<file path="src/rtl/md5_pkg.sv">
`timescale 1ns / 1ps
// ----------------------------------------------------------------------------
// md5_pkg
// Shared types, chaining constants and round tables for the MD5 hasher.
// ----------------------------------------------------------------------------
package md5_pkg;

    typedef struct packed {
        logic [7:0] data_byte;
        logic       byte_present;
        logic       final_item;
    } t_in_item;

    typedef struct packed {
        logic [63:0] digest_hi;
        logic [63:0] digest_lo;
    } t_out_item;

    // Working / chaining words of the compression
    typedef struct packed {
        logic [31:0] a;
        logic [31:0] b;
        logic [31:0] c;
        logic [31:0] d;
    } t_abcd;

    // How the message block is presented to the round unit
    typedef struct packed {
        logic [6:0] cut;      // bytes below this index come from the buffer
        logic       put80;    // place the 0x80 pad byte at index cut
        logic       put_len;  // bytes 56..63 carry the bit length
    } t_pad_ctl;

    localparam int unsigned NUM_ROUNDS = 64;
    localparam logic [7:0]  PAD_BYTE   = 8'h80;
    localparam logic [5:0]  LEN_POS    = 6'd56;

    localparam t_abcd C_CHAIN_INIT = '{
        a: 32'h67452301,
        b: 32'hefcdab89,
        c: 32'h98badcfe,
        d: 32'h10325476
    };

    // Additive round constant
    function automatic logic [31:0] md5_k(input logic [5:0] rnd);
        logic [31:0] k;
        case (rnd)
            6'd0:  k = 32'hd76aa478;  6'd1:  k = 32'he8c7b756;
            6'd2:  k = 32'h242070db;  6'd3:  k = 32'hc1bdceee;
            6'd4:  k = 32'hf57c0faf;  6'd5:  k = 32'h4787c62a;
            6'd6:  k = 32'ha8304613;  6'd7:  k = 32'hfd469501;
            6'd8:  k = 32'h698098d8;  6'd9:  k = 32'h8b44f7af;
            6'd10: k = 32'hffff5bb1;  6'd11: k = 32'h895cd7be;
            6'd12: k = 32'h6b901122;  6'd13: k = 32'hfd987193;
            6'd14: k = 32'ha679438e;  6'd15: k = 32'h49b40821;
            6'd16: k = 32'hf61e2562;  6'd17: k = 32'hc040b340;
            6'd18: k = 32'h265e5a51;  6'd19: k = 32'he9b6c7aa;
            6'd20: k = 32'hd62f105d;  6'd21: k = 32'h02441453;
            6'd22: k = 32'hd8a1e681;  6'd23: k = 32'he7d3fbc8;
            6'd24: k = 32'h21e1cde6;  6'd25: k = 32'hc33707d6;
            6'd26: k = 32'hf4d50d87;  6'd27: k = 32'h455a14ed;
            6'd28: k = 32'ha9e3e905;  6'd29: k = 32'hfcefa3f8;
            6'd30: k = 32'h676f02d9;  6'd31: k = 32'h8d2a4c8a;
            6'd32: k = 32'hfffa3942;  6'd33: k = 32'h8771f681;
            6'd34: k = 32'h6d9d6122;  6'd35: k = 32'hfde5380c;
            6'd36: k = 32'ha4beea44;  6'd37: k = 32'h4bdecfa9;
            6'd38: k = 32'hf6bb4b60;  6'd39: k = 32'hbebfbc70;
            6'd40: k = 32'h289b7ec6;  6'd41: k = 32'heaa127fa;
            6'd42: k = 32'hd4ef3085;  6'd43: k = 32'h04881d05;
            6'd44: k = 32'hd9d4d039;  6'd45: k = 32'he6db99e5;
            6'd46: k = 32'h1fa27cf8;  6'd47: k = 32'hc4ac5665;
            6'd48: k = 32'hf4292244;  6'd49: k = 32'h432aff97;
            6'd50: k = 32'hab9423a7;  6'd51: k = 32'hfc93a039;
            6'd52: k = 32'h655b59c3;  6'd53: k = 32'h8f0ccc92;
            6'd54: k = 32'hffeff47d;  6'd55: k = 32'h85845dd1;
            6'd56: k = 32'h6fa87e4f;  6'd57: k = 32'hfe2ce6e0;
            6'd58: k = 32'ha3014314;  6'd59: k = 32'h4e0811a1;
            6'd60: k = 32'hf7537e82;  6'd61: k = 32'hbd3af235;
            6'd62: k = 32'h2ad7d2bb;  6'd63: k = 32'heb86d391;
            default: k = '0;
        endcase
        return k;
    endfunction

    // Left-rotate amount, indexed by quarter and round mod 4
    function automatic logic [4:0] md5_rot(input logic [5:0] rnd);
        logic [4:0] s;
        case ({rnd[5:4], rnd[1:0]})
            4'd0:  s = 5'd7;   4'd1:  s = 5'd12;  4'd2:  s = 5'd17;  4'd3:  s = 5'd22;
            4'd4:  s = 5'd5;   4'd5:  s = 5'd9;   4'd6:  s = 5'd14;  4'd7:  s = 5'd20;
            4'd8:  s = 5'd4;   4'd9:  s = 5'd11;  4'd10: s = 5'd16;  4'd11: s = 5'd23;
            4'd12: s = 5'd6;   4'd13: s = 5'd10;  4'd14: s = 5'd15;  4'd15: s = 5'd21;
            default: s = 5'd0;
        endcase
        return s;
    endfunction

    // Message word used by a round
    function automatic logic [3:0] md5_widx(input logic [5:0] rnd);
        logic [3:0] r;
        logic [3:0] w;
        r = rnd[3:0];
        case (rnd[5:4])
            2'd0:    w = r;
            2'd1:    w = 4'((r << 2) + r + 4'd1);
            2'd2:    w = 4'((r << 1) + r + 4'd5);
            default: w = 4'((r << 3) - r);
        endcase
        return w;
    endfunction

endpackage

</file>
<file path="src/rtl/md5_blkbuf.sv">
`timescale 1ns / 1ps
// ----------------------------------------------------------------------------
// md5_blkbuf
// 64-byte message block store with on-the-fly pad and length insertion.
// ----------------------------------------------------------------------------
module md5_blkbuf (
    input  logic                i_clk,
    input  logic                i_wr_en,
    input  logic [5:0]          i_wr_pos,
    input  logic [7:0]          i_wr_data,
    input  logic [3:0]          i_rd_idx,
    input  md5_pkg::t_pad_ctl   i_pad,
    input  logic [63:0]         i_len,
    output logic [31:0]         o_word
);
    import md5_pkg::*;

    logic [31:0] mem [16];
    logic [31:0] raw_word;

    always_ff @(posedge i_clk) begin
        if (i_wr_en) begin
            mem[i_wr_pos[5:2]][8*i_wr_pos[1:0] +: 8] <= i_wr_data;
        end
    end

    assign raw_word = mem[i_rd_idx];

    // Bytes at or past the fill point are pad, zero or length; never stale data.
    always_comb begin
        logic [5:0] bpos;
        o_word = '0;
        for (int j = 0; j < 4; j++) begin
            bpos = {i_rd_idx, 2'(j)};
            if ({1'b0, bpos} < i_pad.cut) begin
                o_word[8*j +: 8] = raw_word[8*j +: 8];
            end else if (i_pad.put80 && (bpos == i_pad.cut[5:0])) begin
                o_word[8*j +: 8] = PAD_BYTE;
            end else if (i_pad.put_len && (bpos >= LEN_POS)) begin
                o_word[8*j +: 8] = i_len[8*bpos[2:0] +: 8];
            end
        end
    end

endmodule

</file>
<file path="src/rtl/md5_round.sv">
`timescale 1ns / 1ps
// ----------------------------------------------------------------------------
// md5_round
// One MD5 round step; shared across all 64 rounds of a compression.
// ----------------------------------------------------------------------------
module md5_round (
    input  logic [5:0]       i_rnd,
    input  md5_pkg::t_abcd   i_st,
    input  logic [31:0]      i_wk,     // message word plus round constant
    output md5_pkg::t_abcd   o_st
);
    import md5_pkg::*;

    logic [31:0] f;
    logic [31:0] sum;
    logic [63:0] rot2;
    logic [4:0]  sh;

    always_comb begin
        case (i_rnd[5:4])
            2'd0:    f = (i_st.b & i_st.c) | (~i_st.b & i_st.d);
            2'd1:    f = (i_st.d & i_st.b) | (~i_st.d & i_st.c);
            2'd2:    f = i_st.b ^ i_st.c ^ i_st.d;
            default: f = i_st.c ^ (i_st.b | ~i_st.d);
        endcase
    end

    assign sum  = f + i_st.a + i_wk;
    assign sh   = md5_rot(i_rnd);
    assign rot2 = {sum, sum} << sh;

    assign o_st.a = i_st.d;
    assign o_st.b = i_st.b + rot2[63:32];
    assign o_st.c = i_st.b;
    assign o_st.d = i_st.c;

endmodule

</file>
<file path="src/rtl/md5_stream_hasher.sv">
`timescale 1ns / 1ps
// ----------------------------------------------------------------------------
// md5_stream_hasher
// Streaming MD5 digest engine, one message byte per input transaction.
// ----------------------------------------------------------------------------
// Each input transaction carries at most one message byte and an end flag;
// an end transaction with no byte is legal, so the empty message works. A
// byte that does not complete a 64-byte block is absorbed in the accept
// cycle and the input is ready again on the next clock. A byte that
// completes a block, and every end transaction, starts a compression on the
// single round unit: a load step, the 64 rounds (one round per clock)
// and a chaining update, and the input stalls for the whole compression.
// An end transaction needs one compression, or two when the padded length
// spills past byte 55, plus one more if its own byte closed a block, and
// then an emit step moves the digest into the output register. The digest
// waits there (digest_lo holds bytes 0..7, byte 0 in bits 7:0) while the
// next message is already being taken; only a second digest that finds the
// output register still full holds the engine. After the digest the chain
// returns to the MD5 initial values and the bit count to zero; the bit
// count wraps modulo 2^64.
// ----------------------------------------------------------------------------
module md5_stream_hasher (
    input  logic                 i_clk,
    input  logic                 i_rst_n,
    // message input
    input  logic                 i_in_valid,
    input  md5_pkg::t_in_item    i_in_item,
    output logic                 o_in_stall,
    // digest output
    output logic                 o_out_valid,
    output md5_pkg::t_out_item   o_out_item,
    input  logic                 i_out_stall
);
    import md5_pkg::*;

    // sequencer states
    localparam logic [2:0] S_IDLE = 3'd0;  // taking bytes
    localparam logic [2:0] S_PREP = 3'd1;  // load working words, prefetch round 0
    localparam logic [2:0] S_RUN  = 3'd2;  // one round per cycle
    localparam logic [2:0] S_FIN  = 3'd3;  // fold working words into chain
    localparam logic [2:0] S_EMIT = 3'd4;  // hand digest to output register

    logic [2:0]   r_state, n_state;
    t_abcd        r_chain, n_chain;
    logic [63:0]  r_bit_count, n_bit_count;
    logic         r_pend_final, n_pend_final;
    logic         r_out_valid, n_out_valid;
    t_out_item    r_out_item, n_out_item;
    t_abcd        r_work, n_work;
    logic [31:0]  r_wk, n_wk;
    logic [5:0]   r_rnd, n_rnd;
    t_pad_ctl     r_pad, n_pad;

    logic         in_acc;
    logic         out_free;
    logic [5:0]   pos;
    logic [5:0]   pos_nx;
    logic [5:0]   rd_rnd;
    logic [31:0]  buf_word;
    t_abcd        round_st;
    logic         wr_en;

    assign o_in_stall  = (r_state != S_IDLE);
    assign in_acc      = i_in_valid && !o_in_stall;
    assign o_out_valid = r_out_valid;
    assign o_out_item  = r_out_item;
    assign out_free    = !r_out_valid || !i_out_stall;

    // fill position comes straight from the byte count
    assign pos    = r_bit_count[8:3];
    assign pos_nx = pos + 6'(i_in_item.byte_present);
    assign wr_en  = in_acc && i_in_item.byte_present;

    // word + constant are fetched one round ahead of use
    assign rd_rnd = (r_state == S_PREP) ? 6'd0 : r_rnd + 6'd1;

    md5_blkbuf u_blkbuf (
        .i_clk     (i_clk),
        .i_wr_en   (wr_en),
        .i_wr_pos  (pos),
        .i_wr_data (i_in_item.data_byte),
        .i_rd_idx  (md5_widx(rd_rnd)),
        .i_pad     (r_pad),
        .i_len     (r_bit_count),
        .o_word    (buf_word)
    );

    md5_round u_round (
        .i_rnd (r_rnd),
        .i_st  (r_work),
        .i_wk  (r_wk),
        .o_st  (round_st)
    );

    always_comb begin
        n_state      = r_state;
        n_chain      = r_chain;
        n_bit_count  = r_bit_count;
        n_pend_final = r_pend_final;
        n_out_valid  = r_out_valid;
        n_out_item   = r_out_item;
        n_work       = r_work;
        n_wk         = r_wk;
        n_rnd        = r_rnd;
        n_pad        = r_pad;

        if (r_out_valid && !i_out_stall) begin
            n_out_valid = 1'b0;
        end

        case (r_state)
            S_IDLE: begin
                if (in_acc) begin
                    if (i_in_item.byte_present) begin
                        n_bit_count = r_bit_count + 64'd8;
                    end
                    if (i_in_item.byte_present && (pos_nx == 6'd0)) begin
                        // block full: compress the plain message block
                        n_pad        = '{cut: 7'd64, put80: 1'b0, put_len: 1'b0};
                        n_pend_final = i_in_item.final_item;
                        n_state      = S_PREP;
                    end else if (i_in_item.final_item) begin
                        // length fits after the pad byte only below byte 56
                        n_pad        = '{cut: {1'b0, pos_nx}, put80: 1'b1,
                                         put_len: (pos_nx < LEN_POS)};
                        n_pend_final = 1'b0;
                        n_state      = S_PREP;
                    end
                end
            end
            S_PREP: begin
                n_work  = r_chain;
                n_wk    = buf_word + md5_k(rd_rnd);
                n_rnd   = '0;
                n_state = S_RUN;
            end
            S_RUN: begin
                n_work = round_st;
                n_wk   = buf_word + md5_k(rd_rnd);
                n_rnd  = r_rnd + 6'd1;
                if (r_rnd == 6'(NUM_ROUNDS - 1)) begin
                    n_state = S_FIN;
                end
            end
            S_FIN: begin
                n_chain.a = r_chain.a + r_work.a;
                n_chain.b = r_chain.b + r_work.b;
                n_chain.c = r_chain.c + r_work.c;
                n_chain.d = r_chain.d + r_work.d;
                if (r_pad.put_len) begin
                    n_state = S_EMIT;
                end else if (r_pad.put80) begin
                    // pad byte went out last block; this one is zeros + length
                    n_pad   = '{cut: 7'd0, put80: 1'b0, put_len: 1'b1};
                    n_state = S_PREP;
                end else if (r_pend_final) begin
                    // end flag rode on the byte that closed the block
                    n_pad        = '{cut: 7'd0, put80: 1'b1, put_len: 1'b1};
                    n_pend_final = 1'b0;
                    n_state      = S_PREP;
                end else begin
                    n_state = S_IDLE;
                end
            end
            S_EMIT: begin
                if (out_free) begin
                    n_out_valid          = 1'b1;
                    n_out_item.digest_lo = {r_chain.b, r_chain.a};
                    n_out_item.digest_hi = {r_chain.d, r_chain.c};
                    n_chain              = C_CHAIN_INIT;
                    n_bit_count          = '0;
                    n_state              = S_IDLE;
                end
            end
            default: begin
                n_state = S_IDLE;
            end
        endcase
    end

    always_ff @(posedge i_clk) begin
        if (!i_rst_n) begin
            r_state      <= S_IDLE;
            r_chain      <= C_CHAIN_INIT;
            r_bit_count  <= '0;
            r_pend_final <= 1'b0;
            r_out_valid  <= 1'b0;
            r_rnd        <= '0;
        end else begin
            r_state      <= n_state;
            r_chain      <= n_chain;
            r_bit_count  <= n_bit_count;
            r_pend_final <= n_pend_final;
            r_out_valid  <= n_out_valid;
            r_rnd        <= n_rnd;
        end
    end

    // datapath, no reset needed
    always_ff @(posedge i_clk) begin
        r_out_item <= n_out_item;
        r_work     <= n_work;
        r_wk       <= n_wk;
        r_pad      <= n_pad;
    end

endmodule

</file>
<file path="config.mk">
export PLATFORM = sky130hd
export DESIGN_NAME = md5_stream_hasher
export DESIGN_NICKNAME = d
export VERILOG_FILES = /design/src/rtl/md5_pkg.sv /design/src/rtl/md5_blkbuf.sv /design/src/rtl/md5_round.sv /design/src/rtl/md5_stream_hasher.sv
export SDC_FILE = /design/constraint.sdc
export NUM_CORES = 2
export LEC_CHECK = 0
export ABC_CLOCK_PERIOD_IN_PS = 24800
export BUFFER_PORTS_ARGS = -buffer_cell sky130_fd_sc_hd__buf_2
export CAP_MARGIN = 20
export CORE_UTILIZATION = 65
export CTS_BUF_LIST = sky130_fd_sc_hd__clkbuf_4
export CTS_CLUSTER_DIAMETER = 80
export CTS_CLUSTER_SIZE = 24
export DETAILED_ROUTE_END_ITERATION = 12
export PLACE_DENSITY = 0.91
export SYNTH_ARGS = -nofsm -noshare
export SYNTH_HDL_FRONTEND = slang
export SYNTH_MEMORY_MAX_BITS = 65536
export SYNTH_SLANG_ARGS = --single-unit
</file>
<file path="constraint.sdc">
create_clock -name i_clk -period 24.8 [get_ports i_clk]
set_input_delay 7.44 -clock i_clk [delete_from_list [all_inputs] [get_ports i_clk]]
set_output_delay 7.44 -clock i_clk [all_outputs]
set_load 0.01 [all_outputs]
</file>
* Word-level counts from Yosys, hierarchy flattened *
Memory sizes are Yosys's and may differ from the RTL's. A register that Yosys moved wholly into a read port is not among the register bits.
Cells that the tools add are included.
W data, S select, Z words.

storage, ports and cells
  register bits = 500
  memory bits (writable) = 512
  bits in read-only memories = 4176
  input bits = 14
  output and inout bits = 130
  word-level logic and storage cells = 178
  memories kept = 4

cells by class
  $add $sub $neg = 18
  order comparisons = 9
  equal/unequal tests = 21
  shift-type cells = 7
  muxes and demuxes = 55
  bitwise logic cells = 12
  reductions and logical operators = 33

memory list
  memory            words  width  read ports  clocked after memory_dff  write ports  RTL line          source
  (name not given)  64     32     1           0                         0            md5_pkg.sv:48     case (rnd)
  (name not given)  64     32     1           0                         0            md5_pkg.sv:48
  u_blkbuf.mem      16     32     1           0                         1            md5_blkbuf.sv:18  logic [31:0] mem [16];
  (name not given)  16     5      1           1                         0            md5_pkg.sv:89     case ({rnd[5:4], rnd[1:0]})

operator list
  operator                   count
  $pmux W128 S2              2
  $add A32 B32 Y32           9
  $shiftx A64 B7 Y8          4
  $mux W64                   3
  $and A32 B32 Y32           4
  $mux W128                  1
  $pmux W64 S2               1
  $mux W32                   3
  $mux W8                    12
  $or A32 B32 Y32            3
  $pmux W32 S3               1
  $xor A32 B32 Y32           3
  $add A64 B4 Y64 const B    1
  $not A32 Y32               2
  $pmux W32 S2               1
  $shl A64 B5 Y64            1
  $mux W9                    6
  $neg A5 Y34                1
  $shift A8 B34 Y32 const A  1
  $shiftx A8 B34 Y32         1
  $lt A6 B7 Y1               4
  $eq A6 B6 Y1               4
  $ge A6 B6 Y1 const B       4
  $mux W3                    6
  other kinds (35)           77

* Depth between registers and ports, before layout *
  depth after elaboration = 12
  depth in mapped cells = 38
  gate-level depth less buffers = 35

* Hierarchy *
Synthesis repeated with hierarchy kept, for this count alone.

second synthesis, totals
  cells, all modules = 5316
  area total of the unflattened synthesis = 58971.6 um^2

by module, submodules not included
  module             instances  cells each  area each (um^2)
  md5_stream_hasher  1          2963        28875.2
  md5_blkbuf         1          1063        21110.2
  md5_round          1          1290        8986.1

* Worst setup path before layout *
OpenSTA, ideal clock, no wires.

  path type = input port to flip-flop
  from = input port i_out_stall
  to = register r_chain[4] (netlist name)
  library setup time = 89 ps
  arrival time = 11917 ps
  path slack = 12794 ps
  cell stages on the path = 6
  path buffers = 1
  path through = nand2_1 > nand2_1 > inv_1 > clkbuf_1 > o21ai_0 > o211ai_1

on the way
  cells in the longest elaborated chain, start to end = 4

RTL lines
  item                         RTL line                  source
  start, declared              md5_stream_hasher.sv:32   input logic i_out_stall
  $logic_not A1 Y1             md5_stream_hasher.sv:67   assign out_free = !r_out_valid || !i_out_stall;
  $logic_or A1 B1 Y1           md5_stream_hasher.sv:67
  $ne A2 B2 Y1 (no line)       n/a
  $reduce_and A2 Y1 (no line)  n/a
  end signal, assigned         md5_stream_hasher.sv:191  r_chain <= n_chain;
  end, declared                md5_stream_hasher.sv:44   t_abcd r_chain, n_chain;

No other way between the ends.
A chain may end at the register's enable or synchronous reset.

* Worst setup path after layout *
  from = register r_state[2]
  to = register r_wk[30], data pin

on the way
  cells in the longest elaborated chain, start to end = 12
  elaborated cells on any way between the ends = 56
  those cells by class = add/sub (7); order compare (8); eq/ne (8); shift (4); mux (17); reduce/logical (9); memory (3)

RTL lines
  item                                                       RTL line                  source
  start, declared                                            md5_stream_hasher.sv:43   logic [2:0] r_state, n_state;
  start signal, assigned                                     md5_stream_hasher.sv:190  r_state <= n_state;
  branches (longest 11 deep; another with $add A32 B32 Y32)  n/a
  $pmux W32 S2 *                                             md5_stream_hasher.sv:111  case (r_state)
  named net n_wk[30]                                         md5_stream_hasher.sv:50   logic [31:0] r_wk, n_wk;
  end signal, assigned                                       md5_stream_hasher.sv:203  r_wk <= n_wk;
  end, declared                                              md5_stream_hasher.sv:50

Mark *: on every way through the listed nets, which the timed path passes. The select of a mux whose other input is x is not followed.

==> out/metrics.csv <==
metric;value;unit
tightest_slew;1.290;ns
grt_pass1_wl;261.5;mm
final_layout_size_suffix_gt1_share;7.483;%
wire_per_inst;23.98;um
holdCritPathClass;register to register;
cts_buffers;51;
fin_crit;10.20;ns
critPathCaptureType;register;
vias;49030;
fin_tns_setup;0;ns
synth-seq-cells;1014;
dieWidth;301.1;um
syn-num-nets;6326;
rr_worst_depth;33;
cts_setup_buffers;0;
dr.pass1.iters;12;
max_cap_violations;0;
grt_pass1_vias;45530;
finalClockSkew;0.1343;ns
synthArstFlopShare;0;%
reg2reg_to;r_wk[30];
initial_utilization;65.70;%
maxSlewHeadroom;13.08;%
rsz0062_at_grt;false;
antenna_found_initial;6;
io_buffers;143;
io_pins;144;
status;complete, but fails checks;
cts_tree;done;
dieArea;0.09067;mm^2
grt_max_degree;149;
cts_resized;0;
r2r-start;r_state[2];
r2r_setup_slack;14.60;ns
yosysUniqueCellTypes;109;
track_usage;37.14;%
clock-root-buffer;clkbuf_4;
final.period_utilization;41.13;%
drc;52;
crit_path_max_incr_delay;0.90;ns
worstPathMaxFanout;72;
startpoint;r_state[2];
cts.htree.levels;2;
dieHeight;301.1;um
crit_type;register to register;
setup_viol;0;
syn_inst;6017;
endpoint;r_wk[30];
postRouteAntennaNets;0;
ys_seq_area_share;48.83;%
fmax;98.03;MHz
synth_ff_type;edfxtp_1;
hold_violations;0;
synth-edff-count;809;
cts.reportedPaths.clkPinSlew;0.24;ns
drv_slew;0;
place_congestion;1.031;
critPathArrivalTime;11.01;ns
cts.sinks;1014;
syn_area_per_cell;9.665;um^2
insertion_delay;1.08;ns
syn_area;0.05815;mm^2
vias_per_cell;6.853;
ctsHoldBuffers;0;
cts_max_path_buffers;3;
cpMaxStageDelayCell;ha_1;
ys_warn_count;0;
drtIter0Drc;6689;
crit_required;25.61;ns
violations;DRC;
coreArea;0.08851;mm^2
wl;171.6;mm
start_kind;register;
num_rows;109;
grt_overflow;0;
hpwlAfterDp;120.1;mm
area_delta_synth_final;3.950;%
fin_nets;6253;
-- cells in the mapped netlist (all sizes together) (37+ instances only) --
library cell	number	area (um^2)
nand2	1205	4528
edfxtp	809	24290
o21ai	437	2191
nor2	411	1558
a21oi	336	1682
ha	256	3203
clkbuf	238	894.6
nand3	233	1191
dfxtp	205	4104
xnor2	151	1323
xor2	112	1007
and3	108	675.7
a21o	105	788.3
inv	104	390.4
a311oi	102	893.4
a31oi	102	638.1
buf	101	480.5
mux2i	81	810.8
nor3	77	412.9
a211oi	74	570.6
nor2b	66	412.9
and2	63	394.1
o22ai	56	350.3
o21a	43	322.8
fa	39	780.8
or2	37	231.5
-- stage by stage --
| stage | hold slack, ns | utilization [%] | cell area, um^2 | std cells | setup slack (ns) |
|---|---|---|---|---|---|
| floorplan | 0.4502 | - | 58150 | 6017 | 12.79 |
| global placement | 0.4736 | 67.33 | 59600 | 7054 | 14.52 |
| detailed placement | 0.4841 | 67.33 | 59600 | 7054 | 14.36 |
| CTS | 0.5118 | 68.23 | 60400 | 7150 | 15.02 |
| global route | 0.5230 | 68.29 | 60450 | 7153 | 14.07 |
| finish | 0.4889 | 68.30 | 60450 | 7155 | 14.60 |
-- area by class of cell --
type                    instances  area (um^2)
inverters                     104        407.9
well taps                    1165         1458
flip-flops and latches       1014        28400
multi-input cells            4560        28080
repair buffers                213         1301
diodes                          3        7.507
clock buffers                  81        608.1
clock inverters                15        190.2
fillers                      6496        28060
-- per-layer routing --
layer,global-route usage [%],up-vias,wire [um]
li1,-,21820,-
met1,47.61,23100,62070
met2,58.82,3427,77910
met3,7.788,673,19990
met4,20.92,14,11420
met5,0,-,195
-- critical path: cells and delay by family (launching register included) --
kind	cells	cell delay (ns)
adder cells (fa/ha/maj)	5	2.40
AND/OR/NAND/NOR	5	0.90
flip-flops	1	0.59
AO/OA/AOI/OAI	15	3.32
multiplexers	1	0.51
buffers and inverters	6	2.08
XOR/XNOR	1	0.10
-- state kept, by name, summed over array words and instances (netlist names) --
| name | cells |
|---|---|
| r_pad | 9 |
| r_pend_final | 1 |
| o_out_valid | 1 |
| r_rnd | 6 |
| r_bit_count | 61 |
| r_state | 3 |
| o_out_item | 128 |
| r_work | 128 |
| r_wk | 32 |
| u_round.sh | 5 |
| r_chain | 128 |
| u_blkbuf.mem | 512 |
-- layout by cell type, fill, tap and decap left out, types with 74 or more instances in the layout --
cell and n:
nand3_1 228, mux2i_1 81, nor2_1 404, dfxtp_1 203, clkbuf_4 81, buf_2 142, and3_1 108, edfxtp_1 809
a31oi_1 102, nor3_1 74, xnor2_1 147, xor2_1 109, nand2_1 1199, o21ai_0 421, a21o_1 105, a311oi_1 102
ha_1 256, a21oi_1 336, inv_1 97
-- worst min-delay path by stage --
stage,cells after the start,end,startpoint
after floorplan,0,o_out_item[60],r_chain[92]
after global placement,2,r_bit_count[51],r_bit_count[51]
after detailed placement,0,o_out_item[56],r_chain[88]
after CTS,2,r_bit_count[51],r_bit_count[51]
after global routing,0,o_out_item[69],r_chain[37]
final,0,o_out_item[69],r_chain[37]
-- cell families (layout without fill, tap and decap cells) --
family / count (synthesis) / after routing / synth area share (%)
and+or+nand+nor: 2338 / 2338 / 17.81
AOI/OAI and AO/OA: 1547 / 1547 / 17.13
DFF: 1014 / 1014 / 48.83
buffers and inverters: 443 / 413 / 3.036
adders and majority gates: 295 / 295 / 6.851
xor gates and xnor gates: 263 / 263 / 4.006
muxes: 117 / 117 / 2.330
other: 0 / 3 / 0
Power is left out: the tool's default activity adds up to more than one toggle a clock period on the data nets, which glitch-free logic cannot reach.
